**src/rtl/usbpd_snk_pkg.sv**
```systemverilog
// ----------------------------------------------------------------------------
// USB PD sink message engine package
// Shared types, message codes, policy tables and field helpers.
// ----------------------------------------------------------------------------
package usbpd_snk_pkg;

   localparam int MAX_OFFERS = 7;
   localparam int IN_OFFERS  = 7;
   localparam int COUNT_W    = 3;

   localparam int REQ_TDATA_W = 248;
   localparam int REQ_TUSER_W = 3;
   localparam int RSP_TDATA_W = 64;
   localparam int RSP_TUSER_W = 2;

   typedef enum logic [2:0] {
      OP_RECEIVE  = 3'd0,
      OP_RESPOND  = 3'd1,
      OP_GET_SRC  = 3'd2,
      OP_REQUEST  = 3'd3,
      OP_SELECT   = 3'd4,
      OP_RESET_ID = 3'd5,
      OP_REEVAL   = 3'd6,
      OP_NOP      = 3'd7
   } opcode_type;

   typedef enum logic [2:0] {
      ST_IDLE,
      ST_EXEC,
      ST_WRITE,
      ST_EVAL_RD,
      ST_EVAL_CHK,
      ST_REQ_RD,
      ST_REQ_BUILD,
      ST_FINISH
   } state_type;

   // Received message kinds: bit 4 marks a data message.
   localparam logic [4:0] KIND_GOODCRC      = 5'h01;
   localparam logic [4:0] KIND_PS_RDY       = 5'h06;
   localparam logic [4:0] KIND_GET_SINK_CAP = 5'h08;
   localparam logic [4:0] KIND_DR_SWAP      = 5'h09;
   localparam logic [4:0] KIND_PR_SWAP      = 5'h0A;
   localparam logic [4:0] KIND_VCONN_SWAP   = 5'h0B;
   localparam logic [4:0] KIND_SOFT_RESET   = 5'h0D;
   localparam logic [4:0] KIND_SRC_CAP      = 5'h11;
   localparam logic [4:0] KIND_DATA_BIT     = 5'h10;

   // Transmitted message types.
   localparam logic [3:0] TX_REQUEST     = 4'h2;
   localparam logic [3:0] TX_ACCEPT      = 4'h3;
   localparam logic [3:0] TX_REJECT      = 4'h4;
   localparam logic [3:0] TX_SINK_CAP    = 4'h4;
   localparam logic [3:0] TX_GET_SRC_CAP = 4'h7;

   // 5 V at 1 A, fixed supply, higher capability set.
   localparam logic [31:0] SINK_CAP_OBJECT = {3'b000, 1'b1, 1'b0, 1'b1, 6'b0,
                                              10'd100, 10'd100};

   typedef struct packed {
      logic [9:0] volt;
      logic [9:0] curr;
      logic [9:0] pwr;
   } offer_info_type;

   function automatic offer_info_type decode_offer(input logic [31:0] obj);
      offer_info_type info;
      info = '0;
      case (obj[31:30])
         2'd0: begin
            info.volt = obj[19:10];
            info.curr = obj[9:0];
         end
         2'd1: begin
            info.volt = obj[29:20];
            info.pwr  = obj[9:0];
         end
         2'd2: begin
            info.volt = obj[29:20];
            info.curr = obj[9:0];
         end
         default: info = '0;
      endcase
      return info;
   endfunction

   function automatic logic [13:0] score_limit(input logic [2:0] opt);
      logic [13:0] lim;
      case (opt)
         3'd0:    lim = 14'd25;
         3'd1:    lim = 14'd45;
         3'd2:    lim = 14'd60;
         3'd3:    lim = 14'd75;
         3'd4:    lim = 14'd100;
         3'd5:    lim = 14'd100;
         3'd6:    lim = 14'd125;
         default: lim = 14'd12500;
      endcase
      return lim;
   endfunction

   function automatic logic score_uses_volt(input logic [2:0] opt);
      return (opt != 3'd6);
   endfunction

   function automatic logic score_uses_curr(input logic [2:0] opt);
      return (opt == 3'd6) || (opt == 3'd7);
   endfunction

   function automatic logic [15:0] make_header(input logic [3:0] msg_type,
                                               input logic [2:0] count,
                                               input logic [2:0] msg_id);
      return {1'b0, count, msg_id, 2'b00, 1'b1, 2'b00, msg_type};
   endfunction

endpackage

```
**src/rtl/usb_pd_sink_message_engine.sv**
```systemverilog
// ----------------------------------------------------------------------------
// USB PD sink message engine
// Sink-side protocol layer: decodes received headers, keeps the offer table
// and builds the answers and requests that the sink sends.
// ----------------------------------------------------------------------------
// Each transfer on the req_ channel carries one command in req_tuser and the
// received header, seven data objects and a select index in req_tdata. Every
// command returns exactly one transfer on the rsp_ channel with the message to
// send, the event flags and the current status.
// Simple commands pass from ST_EXEC through ST_FINISH to the result register. A
// Source_Capabilities message writes its objects into the table in ST_WRITE,
// then reads and scores each offer in ST_EVAL_RD and ST_EVAL_CHK; building a
// Request adds ST_REQ_RD and ST_REQ_BUILD. The offer table is a 7-entry
// single-port memory, and objects are written into it one per cycle.
// A new command is taken once the engine is idle; a finished result waits in
// the output register while the next command runs, and the engine holds its
// last step until that register is free when the receiver stalls.
// Synchronous reset clears the message ID, the last message kind, the offer
// count, the selected offer and the power option. The table needs no clearing.
// csr_wr_en writes the power option; only the user keeps it to an idle engine.
// ----------------------------------------------------------------------------
module usb_pd_sink_message_engine
   import usbpd_snk_pkg::*;
(
   input  logic                   clock,
   input  logic                   reset,
   input  logic                   csr_wr_en,
   input  logic [2:0]             csr_wr_data,
   input  logic                   req_tvalid,
   output logic                   req_tready,
   // rx_header, offer_0 .. offer_6, select_index, zero padding
   input  logic [REQ_TDATA_W-1:0] req_tdata,
   // opcode
   input  logic [REQ_TUSER_W-1:0] req_tuser,
   output logic                   rsp_tvalid,
   input  logic                   rsp_tready,
   // tx_header, tx_object, event_ps_rdy, event_src_cap, command_ok,
   // selected_index, offer_count, next_message_id, zero padding
   output logic [RSP_TDATA_W-1:0] rsp_tdata,
   // tx_valid, tx_has_object
   output logic [RSP_TUSER_W-1:0] rsp_tuser
);

   state_type    state_ff, state_in;

   logic [2:0]   power_option_ff;
   logic [2:0]   msg_counter_ff, msg_counter_in;
   logic [4:0]   last_rx_kind_ff, last_rx_kind_in;
   logic [2:0]   stored_count_ff, stored_count_in;
   logic [2:0]   chosen_offer_ff, chosen_offer_in;
   logic [2:0]   idx_ff, idx_in;

   opcode_type   op_ff;
   logic [15:0]  hdr_ff;
   logic [31:0]  offer_in_ff [IN_OFFERS];
   logic [2:0]   sel_ff;

   logic         tx_valid_ff, tx_valid_in;
   logic [15:0]  tx_header_ff, tx_header_in;
   logic         tx_has_obj_ff, tx_has_obj_in;
   logic [31:0]  tx_object_ff, tx_object_in;
   logic         ev_rdy_ff, ev_rdy_in;
   logic         ev_cap_ff, ev_cap_in;
   logic         ok_ff, ok_in;

   logic                   rsp_valid_ff;
   logic [RSP_TDATA_W-1:0] rsp_tdata_ff;
   logic [RSP_TUSER_W-1:0] rsp_tuser_ff;

   logic [31:0]  offer_mem [MAX_OFFERS];
   logic [31:0]  rd_data_ff;
   logic         mem_we;
   logic         mem_re;
   logic [2:0]   mem_raddr;

   logic         accept;
   logic         out_load;
   logic [4:0]   rx_kind;
   logic [2:0]   rx_count;
   logic [2:0]   rx_count_clamped;
   logic         respond_request;
   logic         eval_last;

   offer_info_type eval_info;
   offer_info_type req_info;
   logic [7:0]   fac_volt;
   logic [7:0]   fac_curr;
   logic [15:0]  score;
   logic [9:0]   req_curr;
   logic [2:0]   req_pos;

   assign accept     = req_tvalid && req_tready;
   assign req_tready = (state_ff == ST_IDLE);
   assign out_load   = (state_ff == ST_FINISH) && (!rsp_valid_ff || rsp_tready);

   assign rx_count         = hdr_ff[14:12];
   assign rx_kind          = (rx_count != 3'd0) ? (KIND_DATA_BIT | {1'b0, hdr_ff[3:0]})
                                                : {1'b0, hdr_ff[3:0]};
   assign rx_count_clamped = (rx_count > COUNT_W'(MAX_OFFERS)) ? COUNT_W'(MAX_OFFERS)
                                                               : rx_count;
   assign respond_request  = (last_rx_kind_ff == KIND_SRC_CAP);
   assign eval_last        = (idx_ff == (stored_count_ff - 3'd1));

   assign eval_info = decode_offer(rd_data_ff);
   assign fac_volt  = score_uses_volt(power_option_ff) ? eval_info.volt[9:2] : 8'd1;
   assign fac_curr  = score_uses_curr(power_option_ff) ? eval_info.curr[9:2] : 8'd1;
   assign score     = fac_volt * fac_curr;

   assign req_info = ((stored_count_ff != 3'd0) && (chosen_offer_ff < stored_count_ff))
                     ? decode_offer(rd_data_ff) : '0;
   assign req_curr = (req_info.curr != 10'd0) ? req_info.curr : req_info.pwr;
   assign req_pos  = chosen_offer_ff + 3'd1;

   assign mem_we    = (state_ff == ST_WRITE);
   assign mem_re    = (state_ff == ST_EVAL_RD) || (state_ff == ST_REQ_RD);
   assign mem_raddr = (state_ff == ST_REQ_RD) ? chosen_offer_ff : idx_ff;

   always_comb begin
      state_in = state_ff;
      case (state_ff)
         ST_IDLE: begin
            if (accept) begin
               state_in = ST_EXEC;
            end
         end
         ST_EXEC: begin
            state_in = ST_FINISH;
            case (op_ff)
               OP_RECEIVE: begin
                  if (rx_kind == KIND_SRC_CAP) begin
                     state_in = ST_WRITE;
                  end
               end
               OP_RESPOND: begin
                  if (respond_request) begin
                     state_in = ST_REQ_RD;
                  end
               end
               OP_REQUEST: state_in = ST_REQ_RD;
               OP_REEVAL: begin
                  if (stored_count_ff != 3'd0) begin
                     state_in = ST_EVAL_RD;
                  end
               end
               default: state_in = ST_FINISH;
            endcase
         end
         ST_WRITE: begin
            if (eval_last) begin
               state_in = ST_EVAL_RD;
            end
         end
         ST_EVAL_RD:   state_in = ST_EVAL_CHK;
         ST_EVAL_CHK:  state_in = eval_last ? ST_FINISH : ST_EVAL_RD;
         ST_REQ_RD:    state_in = ST_REQ_BUILD;
         ST_REQ_BUILD: state_in = ST_FINISH;
         ST_FINISH: begin
            if (out_load) begin
               state_in = ST_IDLE;
            end
         end
         default: state_in = ST_IDLE;
      endcase
   end

   always_comb begin
      msg_counter_in  = msg_counter_ff;
      last_rx_kind_in = last_rx_kind_ff;
      stored_count_in = stored_count_ff;
      chosen_offer_in = chosen_offer_ff;
      idx_in          = idx_ff;
      tx_valid_in     = tx_valid_ff;
      tx_header_in    = tx_header_ff;
      tx_has_obj_in   = tx_has_obj_ff;
      tx_object_in    = tx_object_ff;
      ev_rdy_in       = ev_rdy_ff;
      ev_cap_in       = ev_cap_ff;
      ok_in           = ok_ff;
      case (state_ff)
         ST_EXEC: begin
            tx_valid_in   = 1'b0;
            tx_header_in  = '0;
            tx_has_obj_in = 1'b0;
            tx_object_in  = '0;
            ev_rdy_in     = 1'b0;
            ev_cap_in     = 1'b0;
            ok_in         = 1'b0;
            idx_in        = 3'd0;
            case (op_ff)
               OP_RECEIVE: begin
                  last_rx_kind_in = rx_kind;
                  if (rx_kind == KIND_GOODCRC) begin
                     msg_counter_in = msg_counter_ff + 3'd1;
                  end else if (rx_kind == KIND_PS_RDY) begin
                     ev_rdy_in = 1'b1;
                  end else if (rx_kind == KIND_SRC_CAP) begin
                     stored_count_in = rx_count_clamped;
                     chosen_offer_in = 3'd0;
                     ev_cap_in       = 1'b1;
                  end
               end
               OP_RESPOND: begin
                  case (last_rx_kind_ff)
                     KIND_GET_SINK_CAP: begin
                        tx_valid_in   = 1'b1;
                        tx_has_obj_in = 1'b1;
                        tx_object_in  = SINK_CAP_OBJECT;
                        tx_header_in  = make_header(TX_SINK_CAP, 3'd1, msg_counter_ff);
                     end
                     KIND_DR_SWAP, KIND_PR_SWAP, KIND_VCONN_SWAP: begin
                        tx_valid_in  = 1'b1;
                        tx_header_in = make_header(TX_REJECT, 3'd0, msg_counter_ff);
                     end
                     KIND_SOFT_RESET: begin
                        tx_valid_in  = 1'b1;
                        tx_header_in = make_header(TX_ACCEPT, 3'd0, msg_counter_ff);
                     end
                     KIND_SRC_CAP: begin
                        tx_valid_in   = 1'b1;
                        tx_has_obj_in = 1'b1;
                        tx_header_in  = make_header(TX_REQUEST, 3'd1, msg_counter_ff);
                     end
                     default: tx_valid_in = 1'b0;
                  endcase
               end
               OP_GET_SRC: begin
                  tx_valid_in  = 1'b1;
                  tx_header_in = make_header(TX_GET_SRC_CAP, 3'd0, msg_counter_ff);
               end
               OP_REQUEST: begin
                  tx_valid_in   = 1'b1;
                  tx_has_obj_in = 1'b1;
                  tx_header_in  = make_header(TX_REQUEST, 3'd1, msg_counter_ff);
               end
               OP_SELECT: begin
                  if (sel_ff < stored_count_ff) begin
                     chosen_offer_in = sel_ff;
                     ok_in           = 1'b1;
                  end
               end
               OP_RESET_ID: begin
                  msg_counter_in  = 3'd0;
                  last_rx_kind_in = 5'd0;
               end
               OP_REEVAL: begin
                  if (stored_count_ff != 3'd0) begin
                     chosen_offer_in = 3'd0;
                     ok_in           = 1'b1;
                  end
               end
               default: ok_in = 1'b0;
            endcase
         end
         ST_WRITE: begin
            idx_in = eval_last ? 3'd0 : idx_ff + 3'd1;
         end
         ST_EVAL_CHK: begin
            if (score <= {2'b00, score_limit(power_option_ff)}) begin
               chosen_offer_in = idx_ff;
            end
            idx_in = idx_ff + 3'd1;
         end
         ST_REQ_BUILD: begin
            tx_object_in = {1'b0, req_pos, 2'b00, 1'b1, 5'b0, req_curr, req_curr};
         end
         default: idx_in = idx_ff;
      endcase
   end

   always_ff @(posedge clock) begin
      if (reset) begin
         state_ff        <= ST_IDLE;
         power_option_ff <= 3'd0;
         msg_counter_ff  <= 3'd0;
         last_rx_kind_ff <= 5'd0;
         stored_count_ff <= 3'd0;
         chosen_offer_ff <= 3'd0;
         rsp_valid_ff    <= 1'b0;
      end else begin
         state_ff        <= state_in;
         msg_counter_ff  <= msg_counter_in;
         last_rx_kind_ff <= last_rx_kind_in;
         stored_count_ff <= stored_count_in;
         chosen_offer_ff <= chosen_offer_in;
         if (csr_wr_en) begin
            power_option_ff <= csr_wr_data;
         end
         if (out_load) begin
            rsp_valid_ff <= 1'b1;
         end else if (rsp_tready) begin
            rsp_valid_ff <= 1'b0;
         end
      end
   end

   always_ff @(posedge clock) begin
      idx_ff        <= idx_in;
      tx_valid_ff   <= tx_valid_in;
      tx_header_ff  <= tx_header_in;
      tx_has_obj_ff <= tx_has_obj_in;
      tx_object_ff  <= tx_object_in;
      ev_rdy_ff     <= ev_rdy_in;
      ev_cap_ff     <= ev_cap_in;
      ok_ff         <= ok_in;
      if (accept) begin
         op_ff  <= opcode_type'(req_tuser[2:0]);
         hdr_ff <= req_tdata[15:0];
         sel_ff <= req_tdata[242:240];
         for (int k = 0; k < IN_OFFERS; k++) begin
            offer_in_ff[k] <= req_tdata[16 + 32*k +: 32];
         end
      end
      if (out_load) begin
         rsp_tdata_ff <= {4'b0, msg_counter_ff, stored_count_ff, chosen_offer_ff,
                          ok_ff, ev_cap_ff, ev_rdy_ff, tx_object_ff, tx_header_ff};
         rsp_tuser_ff <= {tx_has_obj_ff, tx_valid_ff};
      end
   end

   always_ff @(posedge clock) begin
      if (mem_we) begin
         offer_mem[idx_ff] <= offer_in_ff[idx_ff];
      end
      if (mem_re) begin
         rd_data_ff <= offer_mem[mem_raddr];
      end
   end

   assign rsp_tvalid = rsp_valid_ff;
   assign rsp_tdata  = rsp_tdata_ff;
   assign rsp_tuser  = rsp_tuser_ff;

   a_chosen_in_table: assert property (@(posedge clock) disable iff (reset)
      (state_ff == ST_IDLE) |->
         ((stored_count_ff == 3'd0) ? (chosen_offer_ff == 3'd0)
                                    : (chosen_offer_ff < stored_count_ff)))
      else $error("selected offer lies outside the offer table");

   a_write_in_table: assert property (@(posedge clock) disable iff (reset)
      mem_we |-> (idx_ff < stored_count_ff) && (stored_count_ff != 3'd0))
      else $error("offer write beyond the stored count");

   a_accept_starts: assert property (@(posedge clock) disable iff (reset)
      accept |=> (state_ff == ST_EXEC) && !req_tready)
      else $error("accepted transfer did not start a command");

   a_load_when_free: assert property (@(posedge clock) disable iff (reset)
      (state_ff == ST_FINISH && rsp_valid_ff && !rsp_tready) |=>
         (state_ff == ST_FINISH) && $stable(rsp_tdata_ff))
      else $error("result overwrote a pending transfer");

endmodule

```
**config.mk**
```make
export PLATFORM = sky130hd
export DESIGN_NAME = usb_pd_sink_message_engine
export DESIGN_NICKNAME = d
export VERILOG_FILES = /design/src/rtl/usbpd_snk_pkg.sv /design/src/rtl/usb_pd_sink_message_engine.sv
export SDC_FILE = /design/constraint.sdc
export NUM_CORES = 1
export LEC_CHECK = 0
export BUFFER_PORTS_ARGS = -buffer_cell sky130_fd_sc_hd__buf_2
export CORE_MARGIN = 3
export CORE_UTILIZATION = 57
export CTS_CLUSTER_DIAMETER = 80
export DETAILED_ROUTE_END_ITERATION = 10
export PLACE_DENSITY = 0.8
export SLEW_MARGIN = 20
export SYNTH_ARGS = -nofsm -noshare
export SYNTH_HDL_FRONTEND = slang
export SYNTH_SLANG_ARGS = --single-unit
```
**constraint.sdc**
```tcl
create_clock -name clock -period 8.6 [get_ports clock]
set_clock_uncertainty 0.1 [all_clocks]
set_input_delay 2.15 -clock clock [delete_from_list [all_inputs] [get_ports clock]]
set_output_delay 2.15 -clock clock [all_outputs]
set_load 0.01 [all_outputs]
```
==> impl_metrics.sql <==
INSERT INTO impl_metrics (metric_group, metric, value, unit) VALUES
('run_status', 'outcome', 'finished clean', ''),
('clocking', 'postCtsSetupBuffers', '0', ''),
('synthesis', 'synthDominantAreaCellType', 'edfxtp_1', ''),
('synthesis', 'yosysWarnings', '0', ''),
('critical_path', 'reg2reg_from', 'rd_data_ff[30]', ''),
('route', 'postRouteWirelength', '44.34', 'mm'),
('global_route', 'grt_pass1_wl', '69.72', 'mm'),
('pwr', 'pwr-share-comb', '26.2', '%'),
('synthesis', 'yosys_register_bits', '525', ''),
('clocking', 'cts_max_path_buffers', '3', ''),
('sta', 'timing.fmax', '140.2', 'MHz'),
('die', 'pin_count', '327', ''),
('route', 'drtPass1Iterations', '7', ''),
('place', 'port-buffer-count', '265', ''),
('global_route', 'vias_in_the_first_global_route', '13000', ''),
('pwr', 'power.static_leakage', '0.009716', 'uW'),
('pwr', 'vdd_drop_max', '0.3034', 'mV'),
('critical_path', 'critPathKind', 'register to register', ''),
('synthesis', 'asyncSetResetFlopFracSynth', '0', '%'),
('sta', 'relSlewSlack', '26.37', '%'),
('synthesis', 'post_synthesis_cells', '1442', ''),
('pwr', 'part_of_the_total_power_dissipated_in_the_clock_network', '25.2', '%'),
('finish', 'finish.cell_count_without_fillers', '2269', ''),
('route', 'final_antenna_net_count', '0', ''),
('die', 'die-height', '205.7', 'um'),
('place', 'dp_cells', '2171', ''),
('die', 'die_width', '205.7', 'um'),
('critical_path', 'crit_start', 'rd_data_ff[30]', ''),
('finish', 'area_growth_syn_to_layout', '14.72', '%'),
('finish', 'finalNetCount', '2061', ''),
('sta', 'final_hold_viol_count', '0', ''),
('route', 'vias', '12770', ''),
('pwr', 'share_seq_of_total_power', '48.6', '%'),
('flow_run', 'max-cap-violations', '0', ''),
('worst_hold_path', 'start_point_of_the_worst_hold_path', 'tx_object_ff[16]', ''),
('pwr', 'switching_power_as_a_share_of_total_power', '30.33', '%'),
('synthesis', 'synth_flop_cell', 'edfxtp_1', ''),
('synthesis', 'synth.top_cells.by_count', 'edfxtp_1 (501), nor2_1 (115), nand2_1 (95)', ''),
('sta', 'report.final.setup_viol', '0', ''),
('pwr', 'power_per_cell_area', '313.0', 'nW/um^2'),
('clocking', 'ctsResizeCount', '0', ''),
('place', 'dpl.hpwl', '29.59', 'mm'),
('sta', 'totalNegativeSetupSlack', '0', 'ns'),
('pwr', 'power_report.internal_total', '5685', 'uW'),
('global_route', 'antenna_found_initial', '2', ''),
('synthesis', 'post_synth_main_area_contributors', 'edfxtp_1 (66%), mux4_2 (5.6%), ha_1 (3.2%)', ''),
('global_route', 'grt_start_max_net_pins', '183', ''),
('pwr', 'totalPowerFinal', '8159', 'uW'),
('place', 'detailed_place.area', '24490', 'um^2'),
('sta', 'timing_max_transition_violations_final', '0', ''),
('synthesis', 'share_of_the_synthesized_area_in_the_top_cell_type', '66.21', '%'),
('route', 'drt-vias-per-instance', '5.629', ''),
('finish', 'final_instance_area', '26070', 'um^2'),
('critical_path', 'worst_setup_path_start_kind', 'register', ''),
('synthesis', 'number_of_synthesized_flops_with_an_enable_pin', '501', ''),
('clocking', 'clock_sink_count', '525', ''),
('synthesis', 'syn_avg_cell_area', '15.76', 'um^2'),
('clocking', 'ctsHtreeMaxLevel', '2', ''),
('critical_path', 'r2r_slack', '1.47', 'ns'),
('finish', 'drive_gt1_share', '26.37', '%'),
('critical_path', 'cp-end-kind', 'register', ''),
('sta', 'layout_worst_path_cycle_share', '82.95', '%'),
('clocking', 'cts_tree', 'done', ''),
('route', 'drt_iter0_markers', '860', ''),
('die', 'placeableCoreArea', '39010', 'um^2'),
('clocking', 'count_of_hold_fix_buffers_inserted_at_cts', '0', ''),
('place', 'gp_congestion', '0.8373', ''),
('route', 'drt_drc_violations_left', '0', ''),
('clocking', 'cts-root-buf', 'clkbuf_16', ''),
('synthesis', 'synth_seq_area_share', '68.33', '%'),
('critical_path', 'timing.critical_path.fanout_max', '17', '');
power by group through the flow:
stage               clock [uW]  combinational [uW]  sequential [uW]
detailed placement           0                2140             4010
global placement             0                2070             3980
floorplan                    0                1640             3940
global route              2210                2370             4010
CTS                       2100                2160             3960
finish                    2060                2140             3960
logic make-up (layout without fill, tap and decap cells):
logic type                 Yosys count  after routing  share of synthesized area (%)
buffers and inverters              150            438                          3.139
muxes                              148            148                          9.780
DFF                                525            525                          68.33
other                                1             22                        0.01650
xor gates and xnor gates            16             16                         0.6828
AOI/OAI and AO/OA                  190            190                          5.094
adders and majority gates           95             95                          6.421
and+or+nand+nor                    317            317                          6.542
path summary, 6_finish.rpt:
path | to | cells after the start
worst max-delay path | chosen_offer_ff[0] | 27
worst min register to register | rsp_tdata[32] | 0
worst min-delay path | rsp_tdata[32] | 0
worst max register to register | chosen_offer_ff[0] | 27
placed cells by master, fill, tap and decap left out, types with 10 or more instances in the layout:
master	n
edfxtp_1	501
buf_2	265
nor2_1	109
nand2_1	95
inv_1	64
mux2i_1	61
ha_1	59
a21oi_1	58
mux4_2	56
clkbuf_16	53
o21ai_0	41
fa_1	36
o21ai_1	31
mux2_2	28
dfxtp_1	22
conb_1	19
clkbuf_1	18
nand3_1	15
nand2b_1	15
nor2b_1	14
nand4_1	13
clkinv_1	12
buf_4	12
xnor2_1	10
metal layers:
metal	routed length (um)	vias up	global-route usage (%)	part of all wire, %
met2	21640	485	34.33	49
li1	-	5914	-	-
met5	13	-	0	0.029
met1	18370	6281	29.81	41
met3	2984	91	4.034	6.7
met4	1338	2	7.689	3.0
sequential cells by signal (all words and copies together) (netlist names), 2 cells and up, named ones only:
| name | flops |
|---|---|
| tx_header_ff | 8 |
| msg_counter_ff | 3 |
| chosen_offer_ff | 3 |
| rsp_tdata | 35 |
| state_ff | 3 |
| stored_count_ff | 3 |
| offer_in_ff | 196 |
| idx_ff | 3 |
| sel_ff | 3 |
| last_rx_kind_ff | 5 |
| hdr_ff | 7 |
| rsp_tuser | 2 |
| tx_object_ff | 15 |
| op_ff | 3 |
| offer_mem | 196 |
| power_option_ff | 3 |
| rd_data_ff | 28 |
stage by stage:
step / utilization, % / hold WS [ns] / setup WS [ns]
3_5_place_dp: 62.79 / 0.3045 / 1.510
2_1_floorplan: - / 0.3003 / 1.018
5_1_grt: 66.81 / 0.3117 / 0.9827
6_report: 66.83 / 0.3099 / 1.467
4_1_cts: 66.81 / 0.3112 / 1.473
3_3_place_gp: 62.79 / 0.3021 / 1.681
area by class of cell:
class,count,area [um^2],area share (%)
Sequential cell,525,15530,59.58
Multi-Input combinational cell,785,6634,25.45
Timing Repair Buffer,278,1436,5.510
Clock buffer,71,1394,5.347
Tap cell,518,648.1,2.486
Inverter,65,244.0,0.9360
Clock inverter,24,173.9,0.6672
Antenna cell,3,7.507,0.02880
worst max-delay path, stage by stage, from the launching register on:
cell	delay, ns
edfxtp_1	0.42
inv_1	0.11
ha_1	0.37
nor2_1	0.12
nor2_1	0.12
buf_4	0.22
nand2_1	0.16
or2_2	0.33
fa_1	0.37
inv_1	0.09
fa_1	0.45
fa_1	0.55
inv_1	0.06
fa_1	0.55
inv_1	0.04
ha_1	0.41
a2111oi_0	0.39
o21ai_1	0.20
a31o_2	0.27
a21oi_1	0.17
xnor2_1	0.16
ha_1	0.29
and4_1	0.20
nand3_1	0.07
o22ai_1	0.07
and4b_1	0.21
o32ai_1	0.37
o2bb2ai_1	0.17
No activity file was read; power rests on OpenSTA's default activity.
